<file path="src/stable_sorted_priority_queue_core_defines.svh">
// Assertion macros for the stable sorted priority queue core.
// Used by stable_sorted_priority_queue_core.sv; expects clk_i and rst_ni in scope.
`ifndef STABLE_SORTED_PRIORITY_QUEUE_CORE_DEFINES_SVH
`define STABLE_SORTED_PRIORITY_QUEUE_CORE_DEFINES_SVH

// check outside reset only
`define SSPQ_ASSERT(lbl, prop, msg) \
  lbl: assert property (@(posedge clk_i) disable iff (!rst_ni) prop) else $error(msg);

// check on every edge, reset included
`define SSPQ_ASSERT_ALWAYS(lbl, prop, msg) \
  lbl: assert property (@(posedge clk_i) prop) else $error(msg);

`endif

</file>
<file path="src/sspq_pkg.sv">
// Shared types and constants of the stable sorted priority queue.
// No dependencies; used by the core, sspq_step and the testbench.
package sspq_pkg;

  localparam int unsigned DEPTH         = 16;
  localparam int unsigned PRIORITY_BITS = 8;
  localparam int unsigned PAYLOAD_BITS  = 16;
  localparam int unsigned IDX_W         = $clog2(DEPTH);
  localparam int unsigned CNT_W         = $clog2(DEPTH + 1);
  localparam int unsigned FUNC_W        = 2;
  localparam int unsigned OCC_W         = 5;

  typedef enum logic [FUNC_W-1:0] {
    FUNC_INSERT = 2'd0,
    FUNC_REMOVE = 2'd1,
    FUNC_CLEAR  = 2'd2
  } func_e;

  typedef enum logic [1:0] {
    ST_OK    = 2'd0,
    ST_EMPTY = 2'd1,
    ST_FULL  = 2'd2
  } status_e;

  typedef struct packed {
    logic [PAYLOAD_BITS-1:0]  payload;
    logic [PRIORITY_BITS-1:0] priority_val;
  } entry_t;

  typedef struct packed {
    logic [FUNC_W-1:0]        func;
    logic [PAYLOAD_BITS-1:0]  payload;
    logic [PRIORITY_BITS-1:0] priority_req;
  } in_word_t;

  typedef struct packed {
    logic                     out_valid;
    logic [PAYLOAD_BITS-1:0]  out_payload;
    logic [PRIORITY_BITS-1:0] out_priority;
    status_e                  status;
    logic [OCC_W-1:0]         occupancy;
    logic                     now_empty;
  } out_word_t;

  typedef struct packed {
    logic             later;
    logic [IDX_W-1:0] idx_inc;
    logic [IDX_W-1:0] idx_dec;
    logic [IDX_W-1:0] idx_dec2;
    logic [CNT_W-1:0] idx_next;
  } step_t;

endpackage

</file>
<file path="src/stable_sorted_priority_queue_core.sv">
// Top level of the stable sorted priority queue: sequencer, entry RAM, step unit.
// Depends on sspq_pkg, sspq_ram, sspq_step and the core defines header.
//
//   channel | signals                            | word
//   in      | in_valid_i, in_ready_o, in_word_i  | func, payload, priority_req
//   out     | out_valid_o, out_ready_i, out_word_o | removed entry, status, occupancy
//
// Insert: one RAM slot moved per cycle until the new entry's place is found.
// Remove: the RAM read port moves one slot per cycle.
// Clear, dropped or rejected words go straight to S_FIN and move no RAM slots.
// Reset empties the queue at once; RAM contents are left as they are.
// A result waits in the output register; the sequencer holds its last step while it is full.
`include "stable_sorted_priority_queue_core_defines.svh"
module stable_sorted_priority_queue_core (
  input  logic                clk_i,
  input  logic                rst_ni,
  input  logic                in_valid_i,
  output logic                in_ready_o,
  input  sspq_pkg::in_word_t  in_word_i,
  output logic                out_valid_o,
  input  logic                out_ready_i,
  output sspq_pkg::out_word_t out_word_o
);

  typedef enum logic [3:0] {
    S_IDLE = 4'b0001,
    S_INS  = 4'b0010,
    S_REM  = 4'b0100,
    S_FIN  = 4'b1000
  } state_e;

  state_e                        state_q, state_d;
  logic [sspq_pkg::CNT_W-1:0]    count_q, count_d;
  logic [sspq_pkg::IDX_W-1:0]    k_q, k_d;
  sspq_pkg::entry_t              req_q, req_d;
  logic                          res_valid_q, res_valid_d;
  sspq_pkg::entry_t              res_q, res_d;
  sspq_pkg::status_e             res_status_q, res_status_d;
  logic                          out_valid_q, out_valid_d;
  sspq_pkg::out_word_t           out_word_q, out_word_d;

  logic                          accept;
  logic [sspq_pkg::IDX_W-1:0]    step_idx;
  sspq_pkg::step_t               step;
  logic                          we;
  logic [sspq_pkg::IDX_W-1:0]    waddr;
  sspq_pkg::entry_t              wdata;
  logic [sspq_pkg::IDX_W-1:0]    raddr;
  sspq_pkg::entry_t              rdata;

  sspq_ram #(
    .WIDTH ($bits(sspq_pkg::entry_t)),
    .DEPTH (sspq_pkg::DEPTH)
  ) u_ram (
    .clk_i   (clk_i),
    .we_i    (we),
    .waddr_i (waddr),
    .wdata_i (wdata),
    .raddr_i (raddr),
    .rdata_o (rdata)
  );

  assign step_idx = (state_q == S_IDLE) ? count_q[sspq_pkg::IDX_W-1:0] : k_q;

  sspq_step u_step (
    .idx_i     (step_idx),
    .rd_pri_i  (rdata.priority_val),
    .req_pri_i (req_q.priority_val),
    .step_o    (step)
  );

  assign in_ready_o  = (state_q == S_IDLE);
  assign accept      = in_valid_i && in_ready_o;
  assign out_valid_o = out_valid_q;
  assign out_word_o  = out_word_q;

  always_comb begin
    state_d      = state_q;
    count_d      = count_q;
    k_d          = k_q;
    req_d        = req_q;
    res_valid_d  = res_valid_q;
    res_d        = res_q;
    res_status_d = res_status_q;
    out_valid_d  = out_valid_q && !out_ready_i;
    out_word_d   = out_word_q;
    we           = 1'b0;
    waddr        = k_q;
    wdata        = req_q;
    raddr        = '0;
    case (state_q)
      S_IDLE: begin
        raddr = (in_word_i.func == sspq_pkg::FUNC_REMOVE) ? '0 : step.idx_dec;
        if (accept) begin
          req_d.payload      = in_word_i.payload;
          req_d.priority_val = in_word_i.priority_req;
          res_valid_d        = 1'b0;
          res_d              = '0;
          res_status_d       = sspq_pkg::ST_OK;
          state_d            = S_FIN;
          case (in_word_i.func)
            sspq_pkg::FUNC_INSERT: begin
              if (count_q == sspq_pkg::CNT_W'(sspq_pkg::DEPTH)) begin
                res_status_d = sspq_pkg::ST_FULL;
              end else begin
                k_d     = count_q[sspq_pkg::IDX_W-1:0];
                state_d = S_INS;
              end
            end
            sspq_pkg::FUNC_REMOVE: begin
              if (count_q == '0) begin
                res_status_d = sspq_pkg::ST_EMPTY;
              end else begin
                k_d     = '0;
                state_d = S_REM;
              end
            end
            sspq_pkg::FUNC_CLEAR: begin
              count_d = '0;
            end
            default: begin
            end
          endcase
        end
      end
      S_INS: begin
        raddr = step.idx_dec2;
        we    = 1'b1;
        waddr = k_q;
        if (k_q == '0 || !step.later) begin
          wdata   = req_q;
          count_d = count_q + sspq_pkg::CNT_W'(1);
          state_d = S_FIN;
        end else begin
          wdata = rdata;
          k_d   = step.idx_dec;
        end
      end
      S_REM: begin
        raddr = step.idx_inc;
        if (k_q == '0) begin
          res_valid_d = 1'b1;
          res_d       = rdata;
        end else begin
          we    = 1'b1;
          waddr = step.idx_dec;
          wdata = rdata;
        end
        if (step.idx_next == count_q) begin
          count_d = count_q - sspq_pkg::CNT_W'(1);
          state_d = S_FIN;
        end else begin
          k_d = step.idx_inc;
        end
      end
      S_FIN: begin
        if (!out_valid_q || out_ready_i) begin
          out_valid_d             = 1'b1;
          out_word_d.out_valid    = res_valid_q;
          out_word_d.out_payload  = res_q.payload;
          out_word_d.out_priority = res_q.priority_val;
          out_word_d.status       = res_status_q;
          out_word_d.occupancy    = sspq_pkg::OCC_W'(count_q);
          out_word_d.now_empty    = (count_q == '0);
          state_d                 = S_IDLE;
        end
      end
      default: begin
        state_d = S_IDLE;
      end
    endcase
  end

  always_ff @(posedge clk_i or negedge rst_ni) begin
    if (!rst_ni) begin
      state_q     <= S_IDLE;
      count_q     <= '0;
      out_valid_q <= 1'b0;
    end else begin
      state_q     <= state_d;
      count_q     <= count_d;
      out_valid_q <= out_valid_d;
    end
  end

  always_ff @(posedge clk_i) begin
    k_q          <= k_d;
    req_q        <= req_d;
    res_valid_q  <= res_valid_d;
    res_q        <= res_d;
    res_status_q <= res_status_d;
    out_word_q   <= out_word_d;
  end

  `SSPQ_ASSERT_ALWAYS(a_count_bound, !rst_ni || count_q <= sspq_pkg::CNT_W'(sspq_pkg::DEPTH), "count above depth")
  `SSPQ_ASSERT(a_count_step, count_q != $past(count_q) |-> count_q == $past(count_q) + sspq_pkg::CNT_W'(1) || count_q == $past(count_q) - sspq_pkg::CNT_W'(1) || count_q == '0, "count jumped")
  `SSPQ_ASSERT(a_full_occ, out_valid_o && out_word_o.status == sspq_pkg::ST_FULL |-> out_word_o.occupancy == sspq_pkg::OCC_W'(sspq_pkg::DEPTH), "drop without full queue")
  `SSPQ_ASSERT(a_fin_hold, state_q == S_FIN && out_valid_q && !out_ready_i |=> state_q == S_FIN, "result lost while output busy")

endmodule

</file>
<file path="src/sspq_ram.sv">
// Generic single-write, single-read RAM with registered read data.
// No dependencies.
module sspq_ram #(
  parameter int unsigned WIDTH = 8,
  parameter int unsigned DEPTH = 16
) (
  input  logic                     clk_i,
  input  logic                     we_i,
  input  logic [$clog2(DEPTH)-1:0] waddr_i,
  input  logic [WIDTH-1:0]         wdata_i,
  input  logic [$clog2(DEPTH)-1:0] raddr_i,
  output logic [WIDTH-1:0]         rdata_o
);

  logic [WIDTH-1:0] mem_q [DEPTH];

  always_ff @(posedge clk_i) begin
    if (we_i) begin
      mem_q[waddr_i] <= wdata_i;
    end
    rdata_o <= mem_q[raddr_i];
  end

endmodule

</file>
<file path="src/sspq_step.sv">
// Shared step unit: priority compare and slot index arithmetic.
// Depends on sspq_pkg.
module sspq_step (
  input  logic [sspq_pkg::IDX_W-1:0]         idx_i,
  input  logic [sspq_pkg::PRIORITY_BITS-1:0] rd_pri_i,
  input  logic [sspq_pkg::PRIORITY_BITS-1:0] req_pri_i,
  output sspq_pkg::step_t                    step_o
);

  logic [sspq_pkg::CNT_W-1:0] next;

  assign next            = sspq_pkg::CNT_W'(idx_i) + sspq_pkg::CNT_W'(1);
  assign step_o.later    = rd_pri_i > req_pri_i;
  assign step_o.idx_next = next;
  assign step_o.idx_inc  = next[sspq_pkg::IDX_W-1:0];
  assign step_o.idx_dec  = idx_i - sspq_pkg::IDX_W'(1);
  assign step_o.idx_dec2 = idx_i - sspq_pkg::IDX_W'(2);

endmodule

</file>
<file path="config.mk">
export PLATFORM = sky130hd
export DESIGN_NAME = stable_sorted_priority_queue_core
export DESIGN_NICKNAME = d
export VERILOG_FILES = /design/src/sspq_pkg.sv /design/src/stable_sorted_priority_queue_core.sv /design/src/sspq_ram.sv /design/src/sspq_step.sv
export VERILOG_INCLUDE_DIRS = /design/src /design/src/src
export SDC_FILE = /design/constraint.sdc
export NUM_CORES = 1
export LEC_CHECK = 0
export ABC_AREA = 1
export BUFFER_PORTS_ARGS = -buffer_cell sky130_fd_sc_hd__buf_2
export CAP_MARGIN = 30
export CORE_MARGIN = 2
export CORE_UTILIZATION = 49
export CTS_BUF_LIST = sky130_fd_sc_hd__clkbuf_4 sky130_fd_sc_hd__clkbuf_8 sky130_fd_sc_hd__clkbuf_16
export CTS_CLUSTER_DIAMETER = 80
export DETAILED_ROUTE_END_ITERATION = 8
export HOLD_SLACK_MARGIN = 0.12
export MAX_ROUTING_LAYER = met4
export PLACE_DENSITY = 0.68
export SETUP_SLACK_MARGIN = 0.3
export SYNTH_ARGS = -nofsm -noshare
export SYNTH_HDL_FRONTEND = slang
export SYNTH_HIERARCHICAL = 1
export SYNTH_SLANG_ARGS = --single-unit
export TNS_END_PERCENT = 10
</file>
<file path="constraint.sdc">
create_clock -name clk_i -period 3.84 [get_ports clk_i]
set_clock_uncertainty 0.05 [all_clocks]
set_input_delay 0.384 -clock clk_i [delete_from_list [all_inputs] [get_ports clk_i]]
set_output_delay 0.384 -clock clk_i [all_outputs]
set_load 0.01 [all_outputs]
</file>
Yosys cells after proc, flatten, opt, wreduce, memory -nomap -nowiden
Memory sizes are Yosys's and may differ from the RTL's. A register that Yosys moved wholly into a read port is not among the register bits.
Index checks and enable logic that the tools add are counted.
- flip-flop bits (word level): 98
- bits in writable memories: 384
- input bits: 30
- output and inout bits: 35
- logic and storage cells: 103
- memories: 1
- add/subtract/negate cells: 5
- order comparisons: 1
- equal/unequal tests: 19
- multiplexer cells: 43
- reduce and logical (&&, ||, !) cells: 18
- memories (name ; words ; bits a word ; read ports ; clocked after Yosys merged registers in ; wr ports ; line ; RTL):
    u_ram.mem_q ; 16 ; 24 ; 1 ; 1 ; 1 ; sspq_ram.sv:15 ; logic [WIDTH-1:0] mem_q [DEPTH];
- operator list (operator ; count):
    24-bit 2-to-1 mux ; 4
    24-bit one-hot mux with 2 select lines ; 2
    4-bit 2-to-1 mux ; 15
    4-bit one-hot mux with 3 select lines ; 2
    5-bit 2-to-1 mux ; 4
    4-bit one-hot mux with 2 select lines ; 2
    4-bit one-hot mux with 4 select lines ; 1
    5-bit one-hot mux with 3 select lines ; 1
    2-bit != test, second input constant ; 6
    8-bit > comparator ; 1
    1-bit 2-to-1 mux ; 8
    7-bit AND reduction ; 1
    3-bit != test, second input constant ; 2
    4-bit by 1-bit adder with 5-bit output, second input constant ; 1
    5-bit by 1-bit adder with 5-bit output, second input constant ; 1
    5-bit equality test ; 1
    5-bit equality test, second input constant ; 1
    5-bit logical NOT ; 1
    5-bit AND reduction ; 1
    5-bit by 1-bit subtractor with 5-bit output, second input constant ; 1
    4-bit by 1-bit equality test with 1-bit output, second input constant ; 1
    4-bit by 2-bit equality test with 1-bit output, second input constant ; 1
    4-bit by 3-bit equality test with 1-bit output, second input constant ; 1
    4-bit equality test, second input constant ; 1
    other kinds (19) ; 26

Depth between registers and ports, before layout
Gate-level depths: netlist of run 1.
- word-level depth: 6
- mapped depth: 19
- gate-level depth less buffers: 16

Cells and area by module
The synthesis of run 1 kept the hierarchy.
- modules (own cells, without submodules) (module ; times used ; cells each ; area an instance (sq um) ; seq. area each (sq um)):
    sspq_ram ; 1 ; 1597 ; 16951.3 ; 12011.5
    stable_sorted_priority_queue_core ; 1 ; 402 ; 4380.5 ; 2894.0
    sspq_step ; 1 ; 64 ; 414.1 ; 0.0

Least setup slack after synthesis of run 1
Ideal clock, no wire load.
- path type: reg2reg
- from: reg state_q[0]
- to: mem u_ram/mem_q[12][0] (netlist bit), enable pin
- library setup time: 405 ps
- data arrival time: 3472 ps
- required time: 3385 ps
- setup slack: -87 ps
- cell stages (with the launch flop): 14
- buffers on the path: 1
- clock period less this slack: 3927 ps
- cell sequence: dfstp_2 inv_2 nor2_1 nand3_2 clkbuf_1 o21ai_0 inv_1 ha_1 nand2_1 xor2_1 inv_1 o22ai_1 nand3_1 nor2_1
- RTL lines (what ; line ; RTL):
    from (decl) ; stable_sorted_priority_queue_core.sv:32 ; state_e state_q, state_d;
    from (signal assigned) ; stable_sorted_priority_queue_core.sv:180 ; state_q <= state_d;
    to (decl) ; sspq_ram.sv:15 ;

==> results.md, run 1 <==
- Status: finished, final reports clean
- Cell Area, Synth: 0.0217 mm²
- Max-Slew Margin vs Limit: 0.425
- WL/cell: 18.1 µm
- Slew @ Worst Pin: 0.860 ns
- Layout cells sized above 1: 0.118
- Post-Synthesis Cells: 2063
- IR Drop Worst-Case VDD: 0.850 mV
- Post-DP HPWL: 31300 µm
- Fillers: 3581
- TritonCTS clock tree: yes
- Fin crit share: 0.881
- RePlAce Congestion: 0.888
- Ys flop type: edfxtp_1
- Core area: 0.0440 mm²
- Crit Path Max Fanout: 38
- Final core area utilization: 0.573
- Syn Area/Cell: 10.5 µm²
- R2R depth: 15
- Critical path class: reg -> reg
- TritonRoute pass-1 iters: 5
- Seq/Total Area, Yosys: 0.685
- Root buf cell: clkbuf_16
- Finished Cell Area: 0.0252 mm²
- Crit-path max cell delay: 0.56 ns
- NetSw: 7.61 mW
- Layout area overhead: 16.0%
- Seq. cell area: 0.0149 mm²
- Comb pwr share: 0.377
- Top post-synthesis cells by area: edfxtp_1 65%, nand2_1 11%, nand3_1 7.7%
- CP startpoint: state_q[0]
- Area occupied by multi-input gates: 0.00508 mm²
- Worst hold path startpoint: in_word_i[25]
- Internal Pwr Total: 12.3 mW
- Vias in the first global route: 13941
- Pin count of the biggest net entering global routing: 105
- Routed vias: 14453
- Synth unique cells: 39
- Synth Net Count: 2108
- Global-route wire length before repair: 79600 µm
- WP data required: 4.27 ns
- Leak: 10.8 nW
- Part of the power in registers: 0.362
- WL final: 50700 µm
- Warning count from the yosys run: 6
- Setup Total Neg Slack: 0 ns
- Crit. End Element: register
- Die X: 215 µm
- Die height: 215 µm
- Placed Instance Area: 0.0231 mm²
- Clk slew on worst S/H paths: 0.06 ns
- CP max-delay cell: dfstp_2
- Total GRT Usage: 0.229
- Cell Rows: 77
- Yosys reg bits: 506
- Switching part of the total: 0.383
- Yosys top cell by area: edfxtp_1
- Critical Path, Cell by Cell: inv_2 -> nor2_1 -> nand3_2 -> o21ai_1 -> inv_1 -> ha_1 -> inv_1 -> inv_1 -> o211ai_1 -> inv_2 -> buf_12 -> nand3_1 -> nand3_1 -> nand3_1 -> nand2_1
- Reg2reg start: state_q[0]
- CP arrival: 3.81 ns
- Clk pwr share: 0.261
- # H-tree levels: 2
- Starting Density: 0.494
- RR Endpoint: u_ram/rdata_o[22]
- Synth top area share: 0.652
- Num CTS Buffers: 50
- CTS max path bufs: 3
- Max Clk Rate: 295 MHz
- Die area: 0.0461 mm²
- EDFF count, synth: 472
- Tmin final: 3.38 ns
- Final setup violation count: 0
- # clock sinks: 506
- RSZ-0062 raised after global routing: true
- Antenna fix cells: 0
- Max-cap viol count: 0
- Register-to-register setup slack: 0.46 ns
- Drt drc: 0
- Routed vias/inst: 5.15
- Hold Vio Cnt, Final: 0
- Hold EP: state_q[2]
- Antenna-violating nets left: 0
- Hold_ws: 0.162 ns
- Final count of pins violating max slew: 0
- Ys async rst share: 0.0198
- Initial antenna violation count: 0
- Worst hold-check path type: in -> reg
- Hold path depth: 4
- Iter 0 DRT Violations: 1499
- # IOs: 65
- Final net count: 2218
- Worst skew pair latency: 0.60 ns
- Startpoint Class: register
- Port Buf Inserts: 64
- PwrDens: 788 mW/mm²
- Aggregate global routing overflow: 0
==> power groups by stage <==
stage | Clock [mW] | Sequential [mW] | Combinational, mW
floorplan | 0 | 7.18 | 4.96
global placement | 0 | 7.29 | 7.18
detailed placement | 0 | 7.29 | 7.36
CTS | 5.27 | 7.19 | 7.44
global route | 5.47 | 7.23 | 8.23
finish | 5.18 | 7.20 | 7.50
==> flip-flops by register name, indices dropped and copies added (netlist names) <==
name,flops
u_ram/mem_q,384
out_word_o,33
req_q,24
res_q,24
u_ram/rdata_o,24
count_q,5
k_q,4
state_q,4
res_status_q,2
out_valid_o,1
res_valid_q,1
==> kinds of logic after synthesis <==
| kind of cell | synth area share |
|---|---|
| and+or+nand+nor | 0.204 |
| AOI/OAI and AO/OA | 0.00875 |
| DFF | 0.685 |
| xor gates and xnor gates | 0.00443 |
| adders and majority gates | 0.00863 |
| buffers and inverters | 0.0883 |
==> critical path: cells and delay by family, from the launching register on <==
kind / cells / cell delay [ns]
buf+inv: 6 / 0.80
fa+ha+maj: 1 / 0.35
flops: 1 / 0.56
compound gates: 2 / 0.69
simple gates: 6 / 0.81
==> cells in the final DEF, fill, tap and decap left out, types with 7 or more instances in the layout <==
| cell type | Yosys | final |
|---|---|---|
| buf_2 | 50 | 64 |
| o211ai_1 | 7 | 7 |
| buf_4 | 20 | 41 |
| bufinv_16 | 0 | 7 |
| nor2_1 | 55 | 37 |
| xor2_1 | 9 | 9 |
| edfxtp_1 | 472 | 472 |
| nand3_1 | 333 | 332 |
| dfxtp_1 | 24 | 24 |
| dlygate4sd3_1 | 0 | 29 |
| clkbuf_8 | 0 | 9 |
| dfrtp_1 | 9 | 9 |
| clkbuf_16 | 0 | 51 |
| ha_1 | 15 | 15 |
| nor2_4 | 3 | 19 |
| nand2_1 | 623 | 623 |
| inv_1 | 361 | 360 |
| clkinv_2 | 0 | 10 |
| buf_12 | 0 | 19 |
| clkinv_1 | 0 | 7 |
==> cell usage after synthesis (2+ instances only) <==
library cell and count:
nand2_1 623, edfxtp_1 472, inv_1 361, nand3_1 333, nor2_1 55, buf_2 50
dfxtp_1 24, buf_4 20, ha_1 15, clkbuf_1 13, dfrtp_1 9, xor2_1 9
buf_1 8, o211ai_1 7, o21ai_0 7, inv_2 6, buf_6 5, nand2_2 5
nand4_1 5, o22ai_1 5, a21oi_1 4, nand3b_1 3, nor2_4 3, nand2_4 2
nor2_2 2, o21ai_1 2, o221ai_1 2, xnor2_1 2
==> how the worst max path moves through the flow <==
stage                               end  cells past startpoint  slack [ns]
floorplan            u_ram/mem_q[10][0]                     13       -0.08
global placement      u_ram/rdata_o[12]                     14        0.19
detailed placement  u_ram/mem_q[14][19]                     13        0.11
CTS                  u_ram/mem_q[4][16]                     12        0.32
global route          u_ram/rdata_o[22]                     15        0.16
finish                u_ram/rdata_o[22]                     15        0.46
==> layout make-up <==
class	instances	share of cell area
clock inverter	28	0.0135
clock buffer	66	0.0573
timing repair buffer	154	0.0526
inverter	368	0.0550
multi-input combinational	1093	0.201
tap	592	0.0294
sequential	506	0.591
==> per-layer routing <==
layer,part of all wire,vias to the layer above,GRT usage
met4,0.022,0,0.0586
met3,0.080,83,0.0391
li1,-,6904,-
met2,0.46,581,0.352
met5,0,-,-
met1,0.44,6885,0.320
==> what timing repair did <==
item                                    CTS  global route
resized for setup                         2             1
setup buffers                             1             2
pin swaps                                 1             2
endpoints found under the setup margin  248           392
endpoints found under the hold margin    39             0
hold buffers                             29             0
==> through the flow <==
step | setup slack [ns] | total power, mW | cells
after detailed placement | 0.109 | 14.7 | 2681
after floorplan | -0.0823 | 12.1 | 2063
after CTS | 0.324 | 19.9 | 2805
final | 0.455 | 19.9 | 2807
after global routing | 0.155 | 20.9 | 2807
after global placement | 0.189 | 14.5 | 2680
(Power assumes the default switching activity.)
==> run 2, diff against run 1 <==
ABC_AREA = default   (was 1)
==> run 2 against run 1 <==
Compared with the run above:
- sequential cell count unchanged
- final area decreased by 6.7%
- first-iteration DRC count is 28% lower
- fmax shrank 3.3%
- synthesized cell count fell by 51%
- worst hold slack lost 0.025 ns
- register-to-register slack worse by 0.11 ns
==> results.md, run 2 <==
- Status: finished, final reports clean (unchanged)
- Layout cells sized above 1: 0.344 (was 0.118)
- RSZ-0062 raised after global routing: true (unchanged)
- PwrDens: 740 mW/mm² (was 788 mW/mm²)
- Die height: 204 µm (was 215 µm)
- Routed vias/inst: 5.85 (was 5.15)
- Pin count of the biggest net entering global routing: 53 (was 105)
- WL/cell: 25.3 µm (was 18.1 µm)
- Post-route setup slack: 0.342 ns (was 0.455 ns)
- Hold path depth: 3 (was 4)
- Placed cell count: 1609 (was 2681)
- Ys async rst share: 0.0198 (unchanged)
- Antenna-violating nets left: 0 (unchanged)
- Largest register by flop count: u_ram/mem_q (unchanged)
- Syn Area/Cell: 19.4 µm² (was 10.5 µm²)
- Worst hold-check path type: in -> reg (unchanged)
- CTS max path bufs: 3 (unchanged)
- Initial antenna violation count: 3 (was 0)
- Core area: 0.0395 mm² (was 0.0440 mm²)
- Post-DP HPWL: 25000 µm (was 31300 µm)
- Tmin final: 3.50 ns (was 3.38 ns)
- Starting Density: 0.495 (was 0.494)
- Warning count from the yosys run: 6 (unchanged)
- Iter 0 DRT Violations: 1074 (was 1499)
- Post-synth top cells: 472 x edfxtp_1, 96 x mux4_2, 92 x nand2_1 (was 623 x nand2_1, 472 x edfxtp_1, 361 x inv_1)
- Clk slew on worst S/H paths: 0.06 ns (about the same)
- Cell Area, Synth: 0.0196 mm² (was 0.0217 mm²)
- Die area: 0.0416 mm² (was 0.0461 mm²)
- Yosys top cell by area: edfxtp_1 (unchanged)
- Final setup violation count: 0 (unchanged)
- Startpoint Class: register (unchanged)
- WP data required: 4.06 ns (was 4.27 ns)
- Post-Synthesis Cells: 1009 (was 2063)
- Critical path class: reg -> reg (unchanged)
- Max Used Layer: met4 (unchanged)
- Drt drc: 0 (unchanged)
- Synth unique cells: 66 (was 39)
- Final net count: 1227 (was 2218)
- Ys flop type: edfxtp_1 (unchanged)
- Leak: 7.99 nW (was 10.8 nW)
- Crit. End Element: register (unchanged)
- Fin crit share: 0.911 (was 0.881)
- Place WS: 0.240 ns (was 0.109 ns)
- Die X: 204 µm (was 215 µm)
- Fillers: 2755 (was 3581)
- Setup Total Neg Slack: 0 ns (unchanged)
- Most common cell in the netlist: edfxtp_1 (was nand2_1)
- Global-route wire length before repair: 63500 µm (was 79600 µm)
- Seq/Total Area, Yosys: 0.761 (was 0.685)
- Num CTS Buffers: 49 (was 50)
- # clock sinks: 506 (unchanged)
- Hold_ws: 0.137 ns (was 0.162 ns)
- Yosys reg bits: 506 (unchanged)
- Hold Vio Cnt, Final: 0 (unchanged)
- # H-tree levels: 2 (unchanged)
- EDFF count, synth: 472 (unchanged)
- Port Buf Inserts: 64 (unchanged)
- Root buf cell: clkbuf_16 (unchanged)
- Synth top area share: 0.724 (was 0.652)
- Total GRT Usage: 0.214 (was 0.229)
- Vias in the first global route: 10091 (was 13941)
- WL final: 44200 µm (was 50700 µm)
- Power, Total: 17.4 mW (was 19.9 mW)
- Final count of pins violating max slew: 0 (unchanged)
- # IOs: 65 (unchanged)
- Finished Cell Area: 0.0235 mm² (was 0.0252 mm²)
- Top post-synthesis cells by area: edfxtp_1 72%, mux4_2 11%, dfxtp_1 2.5% (was edfxtp_1 65%, nand2_1 11%, nand3_1 7.7%)
- Layout area overhead: 20.2% (was 16.0%)
- Max-Slew Margin vs Limit: 0.303 (was 0.425)
- Met1 WL: 17700 µm (was 22200 µm)
- R2R depth: 12 (was 15)
- Synth Net Count: 1054 (was 2108)
- RePlAce Congestion: 0.879 (was 0.888)
- Final core area utilization: 0.595 (was 0.573)
- TritonRoute pass-1 iters: 5 (unchanged)
- Max-cap viol count: 0 (unchanged)
- Routed vias: 10227 (was 14453)
- Commonest non-fill, non-tap cell in the layout: edfxtp_1 (was nand2_1)
- Crit Path Max Fanout: 7 (was 38)
- DR WL met2: 22100 µm (was 23400 µm)
- Worst skew pair latency: 0.57 ns (was 0.60 ns)
- Commonest non-fill, non-tap cells in the layout: 472 x edfxtp_1, 96 x mux4_2, 84 x nand2_1 (was 623 x nand2_1, 472 x edfxtp_1, 360 x inv_1)
- Max Clk Rate: 286 MHz (was 295 MHz)
- Largest register FFs: 384 (unchanged)
- CP arrival: 3.72 ns (was 3.81 ns)
- Slew @ Worst Pin: 1.04 ns (was 0.860 ns)
- IR Drop Worst-Case VDD: 0.339 mV (was 0.850 mV)
- TritonCTS clock tree: yes (unchanged)
- Cell Rows: 73 (was 77)
- Met3 wire len: 3380 µm (was 4050 µm)
- Register-to-register setup slack: 0.34 ns (was 0.46 ns)
- Aggregate global routing overflow: 0 (unchanged)
- Placed Instance Area: 0.0212 mm² (was 0.0231 mm²)
- Fin cells: 1747 (was 2807)
run 2: cell types whose count changed in the layout (fill, tap and decap cells not counted), moves of 16 or more:
cell / delta
nand2_1: -539
inv_1: -349
nand3_1: -331
mux4_2: +96
a22oi_1: +35
nor2_1: -29
and2_1: +25
nor2_4: -16
run 2: worst max-delay path, stage by stage, from the launching register on:
cell and delay, ns:
dfstp_2 0.58, or4b_4 0.59, o21ai_4 0.24, clkinv_4 0.12
ha_4 0.17, nand2_2 0.05, nand2_2 0.06, xnor2_2 0.15
a22o_2 0.25, or3b_4 0.45, nor3_4 0.16, buf_4 0.18
buf_6 0.16
run 2: final cells by class:
type / instances / area, µm² / share of cell area
Sequential cell: 506 / 14900 / 0.634
Multi-Input combinational cell: 430 / 4570 / 0.194
Timing Repair Buffer: 178 / 1620 / 0.0689
Clock buffer: 66 / 1390 / 0.0591
Tap cell: 525 / 657 / 0.0279
Clock inverter: 24 / 290 / 0.0123
Inverter: 17 / 93.8 / 0.00399
Antenna cell: 1 / 2.50 / 0.000106
run 2: power by group:
group	switching, mW	internal [mW]
combinational	2.97	2.46
clock	1.99	2.96
sequential	0.290	6.75
total	5.26	12.2
run 2: cell families after synthesis:
kind of cell,after synthesis,share of synthesized area
AO/OA/AOI/OAI,118,0.0437
XOR/XNOR,14,0.00626
adder cells (fa/ha/maj),15,0.00959
buffers and inverters,74,0.0220
flip-flops,506,0.761
multiplexers,97,0.111
AND/OR/NAND/NOR,185,0.0460
run 2: timing repair:
| action | in CTS | in global routing |
|---|---|---|
| gates cloned | 0 | 10 |
| hold buffers | 26 | 0 |
| hold endpoints to repair | 35 | 0 |
| pin swaps | 0 | 5 |
| setup buffers | 2 | 7 |
| resized for setup | 1 | 29 |
| endpoints found under the setup margin | 57 | 297 |
run 2: path summary, 6_finish.rpt:
| check | end | start |
|---|---|---|
| max in group asynchronous | state_q[0] | rst_ni |
| worst max-delay path | u_ram/mem_q[0][23] | state_q[0] |
| worst max register to register | u_ram/mem_q[0][23] | state_q[0] |
| worst min-delay path | state_q[2] | in_word_i[24] |
| min in group asynchronous | out_valid_o | rst_ni |
| worst min register to register | out_word_o[12] | res_q[4] |
run 2: per-layer routing:
| layer | global-route usage | vias up |
|---|---|---|
| li1 | - | 4394 |
| met2 | 0.346 | 438 |
| met5 | - | - |
| met4 | 0.0553 | 0 |
| met1 | 0.289 | 5320 |
| met3 | 0.0328 | 75 |
==> run 3, diff against run 2 <==
RECOVER_POWER = 100   (was default)
==> run 3 against run 2 <==
Compared with the run above:
- the run now ends with max-capacitance violations, max-slew violations left
- fmax decreased by 2.1%
- utilization shrank 0.68 points
- critical path depth stayed put
- sequential share of layout area grew 0.73 points
- worst hold slack barely moved
- global-route usage unchanged
- power decreased by 0.82%
- highest routed layer unchanged
==> results.md, run 3 (same netlist as run 2, synthesis figures left out) <==
- Status: complete, but fails checks (was finished, final reports clean)
- Failing checks: max-capacitance violations, max-slew violations
- Final net count: 1227 (unchanged)
- Placed cell count: 1609 (unchanged)
- RSZ-0062 raised after global routing: true (unchanged)
- Antenna-violating nets left: 0 (unchanged)
- Clk slew on worst S/H paths: 0.06 ns (about the same)
- Slew @ Worst Pin: 1.50 ns (was 1.04 ns)
- Finished Cell Area: 0.0233 mm² (was 0.0235 mm²)
- Max Clk Rate: 280 MHz (was 286 MHz)
- Post-route setup slack: 0.265 ns (was 0.342 ns)
- Num CTS Buffers: 49 (unchanged)
- TritonRoute pass-1 iters: 5 (unchanged)
- Post-DP HPWL: 25000 µm (unchanged)
- Worst skew pair latency: 0.57 ns (about the same)
- Cell Rows: 73 (unchanged)
- # clock sinks: 506 (unchanged)
- Commonest non-fill, non-tap cells in the layout: 472 x edfxtp_1, 96 x mux4_2, 87 x nand2_1 (was 472 x edfxtp_1, 96 x mux4_2, 84 x nand2_1)
- Global-route wire length before repair: 63500 µm (unchanged)
- Root buf cell: clkbuf_16 (unchanged)
- Max-cap viol count: 1 (was 0)
- Final setup violation count: 0 (unchanged)
- WP data required: 4.05 ns (was 4.06 ns)
- Fillers: 2824 (was 2755)
- IR Drop Worst-Case VDD: 0.339 mV (about the same)
- RePlAce Congestion: 0.879 (unchanged)
- PwrDens: 743 mW/mm² (was 740 mW/mm²)
- Critical path class: reg -> reg (unchanged)
- Largest register FFs: 384 (unchanged)
- Crit. End Element: register (unchanged)
- Place WS: 0.240 ns (unchanged)
- Die height: 204 µm (unchanged)
- Vias in the first global route: 10091 (unchanged)
- Aggregate global routing overflow: 0 (unchanged)
- Largest register by flop count: u_ram/mem_q (unchanged)
- Starting Density: 0.495 (unchanged)
- Hold Vio Cnt, Final: 0 (unchanged)
- Layout area overhead: 18.8% (was 20.2%)
- Fin cells: 1747 (unchanged)
- Layout cells sized above 1: 0.277 (was 0.344)
- Port Buf Inserts: 64 (unchanged)
- Commonest non-fill, non-tap cell in the layout: edfxtp_1 (unchanged)
- Placed Instance Area: 0.0212 mm² (unchanged)
- Tmin final: 3.57 ns (was 3.50 ns)
- # H-tree levels: 2 (unchanged)
- # IOs: 65 (unchanged)
- CTS max path bufs: 3 (unchanged)
- WL final: 44200 µm (about the same)
- CP arrival: 3.78 ns (was 3.72 ns)
- Routed vias/inst: 5.81 (was 5.85)
- Routed vias: 10152 (was 10227)
- Die X: 204 µm (unchanged)
- TritonCTS clock tree: yes (unchanged)
- Pin count of the biggest net entering global routing: 53 (unchanged)
- Worst hold-check path type: in -> reg (unchanged)
- Drt drc: 0 (unchanged)
- Leak: 7.75 nW (was 7.99 nW)
- Final count of pins violating max slew: 34 (was 0)
- Crit Path Max Fanout: 12 (was 7)
- Core area: 0.0395 mm² (unchanged)
- WL/cell: 25.3 µm (about the same)
- Fin crit share: 0.931 (was 0.911)
- Iter 0 DRT Violations: 1019 (was 1074)
- Setup Total Neg Slack: 0 ns (unchanged)
- Startpoint Class: register (unchanged)
- Die area: 0.0416 mm² (unchanged)
- Total GRT Usage: 0.214 (unchanged)
- Max-Slew Margin vs Limit: -0.00470 (was 0.303)
- Initial antenna violation count: 3 (unchanged)
-- run 3: cell count changes in the layout (fill, tap and decap cells not counted), moves of 4 or more --
| cell | change |
|---|---|
| and2_0 | +13 |
| and2_1 | -13 |
| buf_2 | -39 |
| buf_4 | -29 |
| clkbuf_1 | +58 |
| clkbuf_2 | +9 |
| clkbuf_4 | +4 |
| nor2_1 | +13 |
| nor2_2 | -10 |
-- run 3: what timing repair did --
action | in CTS | in global routing
gates resized for setup | 1 | 29
endpoints found under the hold margin | 35 | 0
gates cloned | 0 | 10
hold buffers | 26 | 0
pin swaps | 0 | 5
setup buffers | 2 | 7
endpoints found under the setup margin | 57 | 297
-- run 3: stage by stage --
step	total power, mW	utilization	hold slack (ns)
4_1_cts	16.9	0.585	0.120
2_1_floorplan	10.5	-	0.0384
6_report	17.3	0.588	0.137
3_5_place_dp	11.9	0.536	0.206
5_1_grt	18.0	0.588	0.159
3_3_place_gp	11.8	0.536	0.203
-- run 3: final cells by class --
type / count / area, µm² / area share
Timing Repair Buffer: 178 / 1460 / 0.0627
Clock buffer: 66 / 1390 / 0.0598
Multi-Input combinational cell: 430 / 4470 / 0.192
Inverter: 17 / 82.6 / 0.00355
Tap cell: 525 / 657 / 0.0282
Sequential cell: 506 / 14900 / 0.641
Clock inverter: 24 / 290 / 0.0125
Antenna cell: 1 / 2.50 / 0.000108
-- run 3: final timing paths --
kind / from / slack [ns] / end / cells past startpoint
max: state_q[0] / 0.27 / u_ram/mem_q[0][18] / 12
min: in_word_i[24] / 0.14 / state_q[2] / 3
max reg2reg: state_q[0] / 0.27 / u_ram/mem_q[0][18] / 12
min reg2reg: res_q[4] / 0.37 / out_word_o[12] / 0
max in group asynchronous: rst_ni / 3.12 / state_q[0] / 2
min in group asynchronous: rst_ni / 0.26 / out_valid_o / 2
-- run 3: per-layer routing --
layer | routed length [µm] | GRT usage | vias up
li1 | - | - | 4400
met1 | 17800 | 0.289 | 5274
met2 | 22200 | 0.346 | 410
met3 | 3280 | 0.0328 | 68
met4 | 926 | 0.0553 | 0
met5 | 0 | - | -
-- run 3: worst max-delay path, stage by stage (launching register included) --
cell and delay [ns]:
dfstp_1 0.60, or4b_4 0.60, o21ai_4 0.24, clkinv_4 0.12, ha_4 0.16, nand2_1 0.07, nand2_2 0.05, xnor2_1 0.15
a22o_2 0.26, or3b_4 0.42, nor3_4 0.15, clkbuf_1 0.19, buf_12 0.18
-- run 3: power by group --
part / total, mW / internal [mW] / switching [mW]
clock network: 4.95 / 2.96 / 1.99
logic: 5.28 / 2.34 / 2.94
registers: 7.05 / 6.76 / 0.290
total: 17.3 / 12.1 / 5.22
